File: src/kfar_pkg.sv
package kfar_pkg;

    localparam int FIFO_DEPTH = 128;
    localparam int KEY_COUNT  = 64;
    localparam int FIFO_AW    = $clog2(FIFO_DEPTH);
    localparam int MAP_AW     = (KEY_COUNT > 1) ? $clog2(KEY_COUNT) : 1;

    localparam logic [15:0] PERIOD_RESET = 16'd75;

    localparam logic [2:0] ACT_DOWN = 3'd0;
    localparam logic [2:0] ACT_UP   = 3'd1;
    localparam logic [2:0] ACT_TICK = 3'd2;
    localparam logic [2:0] ACT_POLL = 3'd3;
    localparam logic [2:0] ACT_READ = 3'd4;

    typedef struct packed {
        logic [2:0] action;
        logic [7:0] key_code;
    } in_item_t;

    typedef struct packed {
        logic [7:0] key_out;
        logic       key_valid;
        logic       push_ok;
        logic       repeat_fired;
        logic       not_empty;
        logic       key_pressing;
    } out_item_t;

    typedef struct packed {
        logic capture;
        logic exec;
        logic mem_rd;
        logic finish;
    } kfar_cmd_t;

    typedef struct packed {
        logic is_read;
        logic out_free;
    } kfar_sts_t;

    function automatic logic [FIFO_AW-1:0] next_slot(input logic [FIFO_AW-1:0] idx);
        if (idx == FIFO_AW'(FIFO_DEPTH - 1))
            return '0;
        else
            return idx + 1'b1;
    endfunction

    function automatic logic key_in_map(input logic [7:0] key);
        return ({1'b0, key} < 9'(KEY_COUNT));
    endfunction

endpackage

File: src/kfar_ctrl.sv
module kfar_ctrl (
    input  logic              clk,
    input  logic              rst_n,
    input  logic              in_valid,
    output logic              in_ready,
    input  kfar_pkg::kfar_sts_t sts,
    output kfar_pkg::kfar_cmd_t cmd
);
    import kfar_pkg::*;

    localparam logic [1:0] S_IDLE = 2'd0;
    localparam logic [1:0] S_EXEC = 2'd1;
    localparam logic [1:0] S_READ = 2'd2;
    localparam logic [1:0] S_DONE = 2'd3;

    logic [1:0] state_reg;
    logic [1:0] state_next;

    always_comb
    begin
        state_next = state_reg;
        cmd        = '0;
        in_ready   = 1'b0;
        case (state_reg)
            S_IDLE:
            begin
                in_ready = 1'b1;
                if (in_valid)
                begin
                    cmd.capture = 1'b1;
                    state_next  = S_EXEC;
                end
            end
            S_EXEC:
            begin
                cmd.exec   = 1'b1;
                state_next = sts.is_read ? S_READ : S_DONE;
            end
            S_READ:
            begin
                cmd.mem_rd = 1'b1;
                state_next = S_DONE;
            end
            S_DONE:
            begin
                // hold until the result register can take the word
                if (sts.out_free)
                begin
                    cmd.finish = 1'b1;
                    state_next = S_IDLE;
                end
            end
            default:
            begin
                state_next = S_IDLE;
            end
        endcase
    end

    always_ff @(posedge clk or negedge rst_n)
    begin
        if (!rst_n)
            state_reg <= S_IDLE;
        else
            state_reg <= state_next;
    end

endmodule

File: src/kfar_dp.sv
module kfar_dp (
    input  logic                 clk,
    input  logic                 rst_n,
    input  kfar_pkg::in_item_t   in_data,
    output logic                 out_valid,
    input  logic                 out_ready,
    output kfar_pkg::out_item_t  out_data,
    input  logic                 cfg_wr_en,
    input  logic [15:0]          cfg_wr_data,
    input  kfar_pkg::kfar_cmd_t  cmd,
    output kfar_pkg::kfar_sts_t  sts
);
    import kfar_pkg::*;

    logic [7:0]         mem [FIFO_DEPTH];
    logic [7:0]         rd_data_reg;

    logic [2:0]         act_reg;
    logic [7:0]         key_reg;
    logic [FIFO_AW-1:0] rd_idx_reg;
    logic [FIFO_AW-1:0] wr_idx_reg;
    logic [KEY_COUNT-1:0] map_reg;
    logic               held_reg;
    logic [7:0]         held_key_reg;
    logic [31:0]        deadline_reg;
    logic [31:0]        now_reg;
    logic [15:0]        period_reg;
    logic               fired_reg;
    logic               push_ok_reg;
    logic               out_valid_reg;
    out_item_t          out_data_reg;

    logic               fire;
    logic               push_req;
    logic [7:0]         push_key;
    logic               full;
    logic               map_we;
    logic [7:0]         map_key;
    logic               map_val;
    logic [17:0]        period3;
    logic               pop;
    logic [FIFO_AW-1:0] rd_idx_next;

    assign full    = (next_slot(wr_idx_reg) == rd_idx_reg);
    assign fire    = held_reg && (deadline_reg <= now_reg);
    assign period3 = {2'b00, period_reg} + {1'b0, period_reg, 1'b0};

    assign sts.is_read  = (act_reg == ACT_READ);
    assign sts.out_free = !out_valid_reg || out_ready;

    always_comb
    begin
        push_req = 1'b0;
        push_key = key_reg;
        map_we   = 1'b0;
        map_key  = key_reg;
        map_val  = 1'b0;
        if (cmd.exec)
        begin
            case (act_reg)
                ACT_DOWN:
                begin
                    push_req = 1'b1;
                    map_we   = 1'b1;
                    map_val  = 1'b1;
                end
                ACT_UP:
                begin
                    map_we = 1'b1;
                end
                ACT_POLL, ACT_READ:
                begin
                    if (fire)
                    begin
                        push_req = 1'b1;
                        push_key = held_key_reg;
                        map_we   = 1'b1;
                        map_key  = held_key_reg;
                        map_val  = 1'b1;
                    end
                end
                default:
                begin
                    push_req = 1'b0;
                end
            endcase
        end
    end

    // key store: one write port, one registered read port
    always_ff @(posedge clk)
    begin
        if (push_req && !full)
            mem[wr_idx_reg] <= push_key;
        if (cmd.mem_rd)
            rd_data_reg <= mem[rd_idx_reg];
    end

    assign pop         = cmd.finish && (act_reg == ACT_READ) && (rd_idx_reg != wr_idx_reg);
    assign rd_idx_next = pop ? next_slot(rd_idx_reg) : rd_idx_reg;

    always_ff @(posedge clk)
    begin
        if (cmd.capture)
        begin
            act_reg <= in_data.action;
            key_reg <= in_data.key_code;
        end
        if (cmd.finish)
        begin
            out_data_reg.key_out      <= pop ? rd_data_reg : 8'd0;
            out_data_reg.key_valid    <= pop;
            out_data_reg.push_ok      <= push_ok_reg;
            out_data_reg.repeat_fired <= fired_reg;
            out_data_reg.not_empty    <= (rd_idx_next != wr_idx_reg);
            out_data_reg.key_pressing <= key_in_map(key_reg) && map_reg[key_reg[MAP_AW-1:0]];
        end
    end

    always_ff @(posedge clk or negedge rst_n)
    begin
        if (!rst_n)
        begin
            rd_idx_reg    <= '0;
            wr_idx_reg    <= '0;
            map_reg       <= '0;
            held_reg      <= 1'b0;
            held_key_reg  <= 8'd0;
            deadline_reg  <= 32'd0;
            now_reg       <= 32'd0;
            period_reg    <= PERIOD_RESET;
            fired_reg     <= 1'b0;
            push_ok_reg   <= 1'b0;
            out_valid_reg <= 1'b0;
        end
        else
        begin
            if (cfg_wr_en)
                period_reg <= cfg_wr_data;

            if (cmd.capture)
            begin
                fired_reg   <= 1'b0;
                push_ok_reg <= 1'b0;
            end

            if (push_req && !full)
                wr_idx_reg <= next_slot(wr_idx_reg);

            if (map_we && key_in_map(map_key))
                map_reg[map_key[MAP_AW-1:0]] <= map_val;

            if (cmd.exec)
            begin
                case (act_reg)
                    ACT_DOWN:
                    begin
                        if (!held_reg)
                        begin
                            held_reg     <= 1'b1;
                            held_key_reg <= key_reg;
                            deadline_reg <= now_reg + {14'd0, period3};
                        end
                        push_ok_reg <= !full;
                    end
                    ACT_UP:
                    begin
                        held_reg <= 1'b0;
                    end
                    ACT_TICK:
                    begin
                        now_reg <= now_reg + 32'd1;
                    end
                    ACT_POLL, ACT_READ:
                    begin
                        // repeat re-arms even when the FIFO drops the key
                        if (fire)
                        begin
                            fired_reg    <= 1'b1;
                            deadline_reg <= now_reg + {16'd0, period_reg};
                        end
                    end
                    default:
                    begin
                        fired_reg <= 1'b0;
                    end
                endcase
            end

            rd_idx_reg <= rd_idx_next;

            if (cmd.finish)
                out_valid_reg <= 1'b1;
            else if (out_ready)
                out_valid_reg <= 1'b0;
        end
    end

    assign out_valid = out_valid_reg;
    assign out_data  = out_data_reg;

    a_finish_free: assert property (@(posedge clk) disable iff (!rst_n)
        cmd.finish |-> (!out_valid_reg || out_ready))
        else $error("result written over an unaccepted word");

    a_push_ok_idx: assert property (@(posedge clk) disable iff (!rst_n)
        (cmd.exec && act_reg == ACT_DOWN) |=>
            (push_ok_reg == (wr_idx_reg != $past(wr_idx_reg))))
        else $error("push_ok disagrees with write index movement");

    a_pop_only_read: assert property (@(posedge clk) disable iff (!rst_n)
        (cmd.finish && act_reg != ACT_READ) |=> $stable(rd_idx_reg))
        else $error("read index moved on a non-read word");

    a_never_full_wrap: assert property (@(posedge clk) disable iff (!rst_n)
        (push_req && full) |=> $stable(wr_idx_reg))
        else $error("write index moved while FIFO full");

endmodule

File: src/key_event_fifo_with_auto_repeat.sv
// Key event FIFO with typematic auto-repeat.
// Input channel in_valid/in_ready carries one word {action, key_code}:
// key down, key up, tick, poll, or read oldest key. Every input word gives
// exactly one result word on out_valid/out_ready.
// After acceptance the controller steps through exec, read (reads only: the
// key store has a registered read port, read after the repeat step's push)
// and done, which loads the output register; it handles one word at a time.
// The next word is accepted while a finished result still waits in the
// output register; if the receiver stalls further, the block holds the next
// result in its final state and stops accepting until the register frees.
// The user must write the repeat period register via cfg_wr_en/cfg_wr_data
// only while idle; the block itself does not enforce this.
// Reset (rst_n, asynchronous) empties the FIFO, clears the key map, held key,
// time and deadline, and sets the repeat period to 75 ticks. No clearing
// pass is needed; the block accepts input right after reset.
module key_event_fifo_with_auto_repeat (
    input  logic                clk,
    input  logic                rst_n,
    input  logic                in_valid,
    output logic                in_ready,
    input  kfar_pkg::in_item_t  in_data,
    output logic                out_valid,
    input  logic                out_ready,
    output kfar_pkg::out_item_t out_data,
    input  logic                cfg_wr_en,
    input  logic [15:0]         cfg_wr_data
);
    import kfar_pkg::*;

    kfar_cmd_t cmd;
    kfar_sts_t sts;

    kfar_ctrl u_ctrl (
        .clk      (clk),
        .rst_n    (rst_n),
        .in_valid (in_valid),
        .in_ready (in_ready),
        .sts      (sts),
        .cmd      (cmd)
    );

    kfar_dp u_dp (
        .clk         (clk),
        .rst_n       (rst_n),
        .in_data     (in_data),
        .out_valid   (out_valid),
        .out_ready   (out_ready),
        .out_data    (out_data),
        .cfg_wr_en   (cfg_wr_en),
        .cfg_wr_data (cfg_wr_data),
        .cmd         (cmd),
        .sts         (sts)
    );

endmodule
File: config.mk
export PLATFORM = sky130hd
export DESIGN_NAME = key_event_fifo_with_auto_repeat
export DESIGN_NICKNAME = d
export VERILOG_FILES = /design/src/kfar_pkg.sv /design/src/kfar_ctrl.sv /design/src/kfar_dp.sv /design/src/key_event_fifo_with_auto_repeat.sv
export SDC_FILE = /design/constraint.sdc
export NUM_CORES = 2
export LEC_CHECK = 0
export BUFFER_PORTS_ARGS = -buffer_cell sky130_fd_sc_hd__buf_2
export CORE_ASPECT_RATIO = 0.7
export CORE_MARGIN = 10
export CORE_UTILIZATION = 40
export DETAILED_ROUTE_END_ITERATION = 10
export GPL_TIMING_DRIVEN = 0
export PLACE_DENSITY_LB_ADDON = 0.3
export SLEW_MARGIN = 25
export SYNTH_ARGS = -nofsm -noshare
export SYNTH_HDL_FRONTEND = slang
export SYNTH_HIERARCHICAL = 1
export SYNTH_SLANG_ARGS = --single-unit
export TNS_END_PERCENT = 10
File: constraint.sdc
create_clock -name clk -period 5.2 [get_ports clk]
set_input_delay 1.04 -clock clk [delete_from_list [all_inputs] [get_ports clk]]
set_output_delay 1.04 -clock clk [all_outputs]
set_load 0.02 [all_outputs]
After elaboration in Yosys (flattened, before gate mapping). Memories as Yosys holds them, arrays and structs flattened. A register that Yosys moved wholly into a read port is not among the register bits. Cells that the tools add are included.

Eq/ne operators: 16. Bitwise gates (word level): 1. Magnitude comparators: 6. Multiplexer cells: 42. $add $sub $neg: 6. Reductions and logical operators: 23.

Operators with widths (number): $bwmux W64 (1); $mux W32 (2); $pmux W32 S2 (1); $add A32 B1 Y32 const B (1); $add A32 B16 Y32 (1); $add A32 B18 Y32 (1); $le A32 B32 Y1 (1); $mux W8 (3); $mux W1 (23); $mux W7 (3); $add A16 B17 Y18 (1); $lt A8 B7 Y1 const B (2); $add A7 B1 Y7 const B (2); $eq A7 B7 Y1 const B (2); $lt A6 B7 Y1 const B (2); $ne A7 B7 Y1 (2); $pmux W1 S2 (4); $pmux W2 S4 (1); $eq A7 B7 Y1 (1); $logic_and A1 B1 Y1 (7); $bmux W1 S6 (1); $demux W1 S6 (1); $eq A3 B2 Y1 const B (2); $ge A6 B1 Y1 const B (1); other kinds (18) (28).

RAM bits: 1024. Input bits: 32. Logic and storage cells: 115. Memories: 1. Flip-flop bits (word level): 196. Output and inout bits: 15.

Memories: u_dp.mem (words 128, bits a word 8, read ports 1, clocked after memory_dff 1, write ports 1, line kfar_dp.sv:15) `logic [7:0] mem [FIFO_DEPTH];`.

Longest topological paths before layout.
Word-level depth: 10. Gate-level depth with buffers: 14. Mapped depth without buffers: 12.

Modules after synthesis. Netlist, hierarchy kept.

By module, submodules not included: kfar_dp (area each 52067.4 um2, cells each 2806, instances 1, sequential area each 35969.5 um2); kfar_ctrl (area each 185.2 um2, cells each 18, instances 1, sequential area each 50.0 um2).

Least setup slack after synthesis. Ideal clock, no wire load.

Path kind: flip-flop to flip-flop. Start point: register u_dp.now_reg[20]. End point: memory u_dp.mem[0][1], data pin. Library setup time: 378 ps. Cell stages (with the launch flop): 11. Slack: 1261 ps. Required time: 4822 ps. Buffers on the path: 2. Arrival time: 3561 ps. Clock period less this slack: 3939 ps. Cells stage by stage: dfrtp_1 -> clkbuf_1 -> inv_1 -> ha_1 -> nand4_1 -> or4_4 -> or3_4 -> a21boi_4 -> a31oi_4 -> buf_6 -> mux2_2.

Cells in the longest elaborated chain, start to end: 5.

RTL lines: start: declaration (line kfar_dp.sv:26) `logic [31:0] now_reg;`; start signal: assignment (line kfar_dp.sv:172) `now_reg <= now_reg + 32'd1;`; $le A32 B32 Y1 (line kfar_dp.sv:45) `assign fire = held_reg && (deadline_reg <= now_reg);`; $logic_and A1 B1 Y1 (line kfar_dp.sv:45); $mux W8 (3 in a row); net u_dp.map_key[1] (line kfar_dp.sv:38) `logic [7:0] map_key;`; end: declaration (line kfar_dp.sv:15).

The timed path passes the listed nets, and every way through them passes these cells.

Final worst setup path.
Start point: register u_dp.now_reg[16]. End point: memory u_dp.mem[41][6], enable pin.

Cells in the longest elaborated chain, start to end: 8.

RTL lines: $le A32 B32 Y1 (line kfar_dp.sv:45); $logic_and A1 B1 Y1 (line kfar_dp.sv:45); $mux W1 (line kfar_dp.sv:73) `if (fire)`; $pmux W1 S2 (line kfar_dp.sv:60) `case (act_reg)`; $mux W1 (line kfar_dp.sv:58) `if (cmd.exec)`; $logic_and A1 B1 Y1 (line kfar_dp.sv:93) `if (push_req && !full)`; $mux W1 (line kfar_dp.sv:93); $mux W1 (implied by the code) (line kfar_dp.sv:94) `mem[wr_idx_reg] <= push_key;`.

Every way passes these cells.

==> results.rst <==
.. list-table::
   :header-rows: 1

   * - Metric
     - Value
   * - Hold Path Class
     - in2async
   * - Maximum capacitance violations
     - 0
   * - Critical path capture point type
     - register
   * - WS Path Type
     - reg2reg
   * - Total iterations of the first detailed-routing run
     - 5
   * - Power density over the cells
     - 454.8 nW/um^2
   * - Area share of and/or/nand/nor cells after synthesis
     - 4.775%
   * - Finish-stage setup viols
     - 0
   * - Count of input and output buffers
     - 45
   * - Switching power share of the total
     - 29.56%
   * - Finished Cell Area
     - 58980 um^2
   * - Critical Path, Cell by Cell
     - clkbuf_1, inv_1, ha_1, nand4_1, or4_4, o31ai_1, a21oi_1, nor2_2, nand2b_1, or4_1, clkbuf_1, clkbuf_2, nor2_1
   * - Clock network fraction of total power
     - 31.8%
   * - Tot Pwr
     - 26.83 mW
   * - Dominant delay contributor by cell family on the critical path
     - simple AND/OR/NAND/NOR gates
   * - Via count of the first global-routing pass
     - 26810
   * - Synth Area per Inst
     - 18.50 um^2
   * - Top cells by instance count after synthesis
     - 1056 x sky130_fd_sc_hd__edfxtp_1, 357 x sky130_fd_sc_hd__mux4_2, 185 x sky130_fd_sc_hd__nor2_1, 168 x sky130_fd_sc_hd__dfrtp_1, 167 x sky130_fd_sc_hd__nand2_1
   * - Result of the run
     - finished clean
   * - Latest clock arrival within the worst-skew pair
     - 0.74 ns
   * - Clock H-tree levels
     - 3
   * - Number of inserted filler cells in the final layout
     - 10980
   * - Dominant cell by count in the synthesized netlist
     - sky130_fd_sc_hd__edfxtp_1
   * - Achievable frequency
     - 193.4 MHz
   * - Switching pwr
     - 7.931 mW
   * - Total congestion overflow
     - 0
   * - Number of post-CTS setup repair buffers
     - 0
   * - Compound-Gate Fraction of Synth Area
     - 2.730%
   * - LEAKAGE
     - 19.17 nW
   * - Number of enable-type register cells in the synthesized netlist
     - 1056
   * - Detailed Place HPWL
     - 87.03 mm
   * - Reg clk slew, reported paths
     - 0.06 ns
   * - Period Utilization, post-route
     - 99.44%
   * - Post-synthesis net count
     - 2946
   * - Number of max-slew violations in the final report
     - 0
   * - Slowest library cell on the worst path
     - sky130_fd_sc_hd__nor2_1
   * - P&R area growth vs syn
     - 12.88%
   * - CP required
     - 5.56 ns
   * - Maximum number of pins on one net before global-route repair
     - 97
   * - Overall die area
     - 145700 um^2
   * - #FFs+latches synth
     - 1228
   * - Mean number of vias per cell
     - 5.725
   * - Mux cell area share after synthesis
     - 18.09%
   * - Antenna violations before repair
     - 4
   * - Pint
     - 18.90 mW
   * - Number of flip-flops under the largest register name
     - 1024
   * - Xor-xnor portion of the synthesized cell area
     - 1.525%
   * - Clock period minus worst slack
     - 5.171 ns
   * - Clock skew after layout
     - 0.04180 ns
   * - CP most frequent cell
     - sky130_fd_sc_hd__clkbuf_1
   * - Placer Congestion
     - 0.8369
   * - Post-detailed-route count of antenna-violating nets
     - 0
   * - DR DRC count
     - 0
   * - Slew Limit Headroom
     - 25.89%
   * - Nets@finish
     - 3116
   * - Buffer levels on the longest clock path
     - 3
   * - Dominant cell type by area after synthesis
     - sky130_fd_sc_hd__edfxtp_1
   * - Ratio of cells with drive above 1 in the final layout
     - 26.31%
   * - Cell variety after synth
     - 77
   * - Master cell of the clock root buffer
     - sky130_fd_sc_hd__clkbuf_16
   * - Final routed wire length divided by cell count
     - 27.06 um
   * - Critical path fanouts, max
     - 10
   * - CP peak stage delay
     - 0.79 ns
   * - Vias after detailed routing
     - 27600
   * - Share of synthesized flip-flops with an asynchronous set or reset
     - 14.01%
   * - Share of the synthesized area in the top cell type
     - 60.69%
   * - Number of buffers and inverters on the critical path
     - 4
   * - Die height
     - 322.4 um
   * - Element type at the critical path start
     - register
   * - Total Neg Setup Slack
     - 0 ns
   * - Critical path arrival
     - 5.53 ns
   * - Number of hold-slack violations in the final timing report
     - 0
   * - Violation count after the first detailed-routing iteration
     - 3476
   * - Transition time at the pin with the least slew margin
     - 1.112 ns
   * - YS warnings
     - 6
   * - Global-route wire length before repair
     - 190.8 mm
   * - Starting Density
     - 40.47%
   * - RSZ-0062 raised after global routing
     - yes
   * - Post-Synth Adder-Cell Area
     - 2.399%
   * - Main combinational cell family by area after synthesis
     - multiplexers
   * - Mapped Cells
     - 2824
   * - Aggregate routed wire length
     - 130.4 mm
   * - Total global-route track usage
     - 17.69%
   * - Top_reg_cell synth
     - sky130_fd_sc_hd__edfxtp_1
   * - Top Ports
     - 47
   * - Cell area after synthesis
     - 52250 um^2
   * - Proportion of synthesized chip area in sequential cells
     - 68.93%
   * - CTS Sinks
     - 1228
   * - Std cell rows
     - 110
   * - Die width
     - 452.0 um
   * - Maximum ir drop on the vdd rail
     - 0.3250 mV
   * - Dpl cell area
     - 55070 um^2
   * - Final Core Density
     - 45.69%
   * - Worst hold-check slack
     - 0.09632 ns
   * - Comb pwr share
     - 25.2%
   * - Power share of the sequential group
     - 43.0%
   * - Floorplan core area
     - 129100 um^2
   * - CTS tree
     - built
   * - Synth area leaders
     - sky130_fd_sc_hd__edfxtp_1 61%, sky130_fd_sc_hd__mux4_2 15%, sky130_fd_sc_hd__dfrtp_1 8.0%, sky130_fd_sc_hd__ha_1 1.7%, sky130_fd_sc_hd__mux2_2 1.5%
   * - Number of buffers created by CTS
     - 114
placed cells by master (no fill, tap or decap), types with 17 or more instances in the layout:
master	Yosys	final
sky130_fd_sc_hd__clkbuf_1	98	111
sky130_fd_sc_hd__o21ai_0	58	58
sky130_fd_sc_hd__nor2_2	1	52
sky130_fd_sc_hd__buf_2	30	76
sky130_fd_sc_hd__edfxtp_1	1056	1056
sky130_fd_sc_hd__clkbuf_2	0	17
sky130_fd_sc_hd__mux2_4	33	33
sky130_fd_sc_hd__inv_1	49	49
sky130_fd_sc_hd__ha_1	73	73
sky130_fd_sc_hd__clkbuf_16	0	115
sky130_fd_sc_hd__fa_1	17	17
sky130_fd_sc_hd__mux4_2	357	357
sky130_fd_sc_hd__xor2_1	21	21
sky130_fd_sc_hd__and2_1	19	19
sky130_fd_sc_hd__nor2_1	185	134
sky130_fd_sc_hd__mux2_2	71	63
sky130_fd_sc_hd__a21oi_1	51	51
sky130_fd_sc_hd__dfrtp_1	168	168
sky130_fd_sc_hd__xnor2_1	70	70
sky130_fd_sc_hd__nand3_1	33	33
sky130_fd_sc_hd__a31oi_1	20	20
sky130_fd_sc_hd__clkinv_1	1	17
sky130_fd_sc_hd__nand2_1	167	167
sky130_fd_sc_hd__nand4_1	20	20
cell type report:
| class | count | area (um^2) | area share (%) |
|---|---|---|---|
| Antenna cell | 1 | 2.502 | 0.004243 |
| Buffer | 148 | 646.9 | 1.097 |
| Clock buffer | 142 | 2979 | 5.051 |
| Clock inverter | 63 | 789.5 | 1.339 |
| Inverter | 51 | 191.4 | 0.3246 |
| Multi-Input combinational cell | 1396 | 15670 | 26.57 |
| Sequential cell | 1228 | 36020 | 61.07 |
| Tap cell | 1736 | 2172 | 3.683 |
| Timing Repair Buffer | 55 | 510.5 | 0.8655 |
worst register-to-register path, delay by kind of cell, from the launching register on:
family | cells | cell delay (ns)
flip-flops | 1 | 0.35
buffers and inverters | 4 | 1.58
AO/OA/AOI/OAI | 2 | 0.33
AND/OR/NAND/NOR | 6 | 2.21
adder cells (fa/ha/maj) | 1 | 0.31
metrics by stage:
| stage | setup slack (ns) | instances |
|---|---|---|
| floorplan | 1.261 | 2824 |
| global placement | -0.4362 | 4605 |
| detailed placement | -0.06273 | 4615 |
| CTS | 0.01030 | 4820 |
| global route | -0.2105 | 4819 |
| finish | 0.02916 | 4820 |
power groups by stage:
stage | registers, mW | logic [mW] | clock network, mW
finish | 11.5 | 6.77 | 8.53
detailed placement | 11.7 | 6.76 | 0
global placement | 11.8 | 6.58 | 0
global route | 11.6 | 7.21 | 9.10
CTS | 11.5 | 6.78 | 8.70
floorplan | 11.7 | 4.27 | 0
logic make-up (layout without fill, tap and decap cells):
| kind of cell | Yosys count | in the layout |
|---|---|---|
| buf+inv | 200 | 459 |
| simple gates | 535 | 535 |
| flops | 1228 | 1228 |
| xor+xnor | 91 | 91 |
| compound gates | 208 | 208 |
| other cells | 0 | 1 |
| fa+ha+maj | 90 | 90 |
| mux | 472 | 472 |
path summary, 6_finish.rpt:
kind / start / slack [ns] / cells after the start / endpoint
worst max-delay path: u_dp/now_reg[16]$_DFFE_PN0P_ / 0.03 / 13 / u_dp/mem[41][6]$_DFFE_PP_
worst min-delay path: rst_n / 0.1 / 1 / u_dp/period_reg[7]$_DFFE_PN0P_
worst max register to register: u_dp/now_reg[16]$_DFFE_PN0P_ / 0.03 / 13 / u_dp/mem[41][6]$_DFFE_PP_
worst min register to register: u_dp/push_ok_reg$_DFF_PN0_ / 0.46 / 0 / u_dp/out_data[3]$_DFFE_PP_
max in group asynchronous: rst_n / 3.97 / 3 / u_dp/map_reg[43]$_DFFE_PN0P_
min in group clk: u_dp/push_ok_reg$_DFF_PN0_ / 0.46 / 0 / u_dp/out_data[3]$_DFFE_PP_
repair_timing:
item | CTS | global route
pin swaps | 0 | 0
setup endpoints to repair | 80 | 616
gates resized for setup | 1 | 54
hold buffers | 0 | 0
routing by layer:
metal | track usage [%] | routed length [um] | vias to the layer above
met5 | 0 | 0 | -
li1 | - | - | 11620
met1 | 28.81 | 62720 | 14700
met3 | 4.757 | 12710 | 144
met2 | 23.36 | 52930 | 1133
met4 | 3.289 | 2087 | 0
Note: power is estimated with default switching activity, not from simulation.
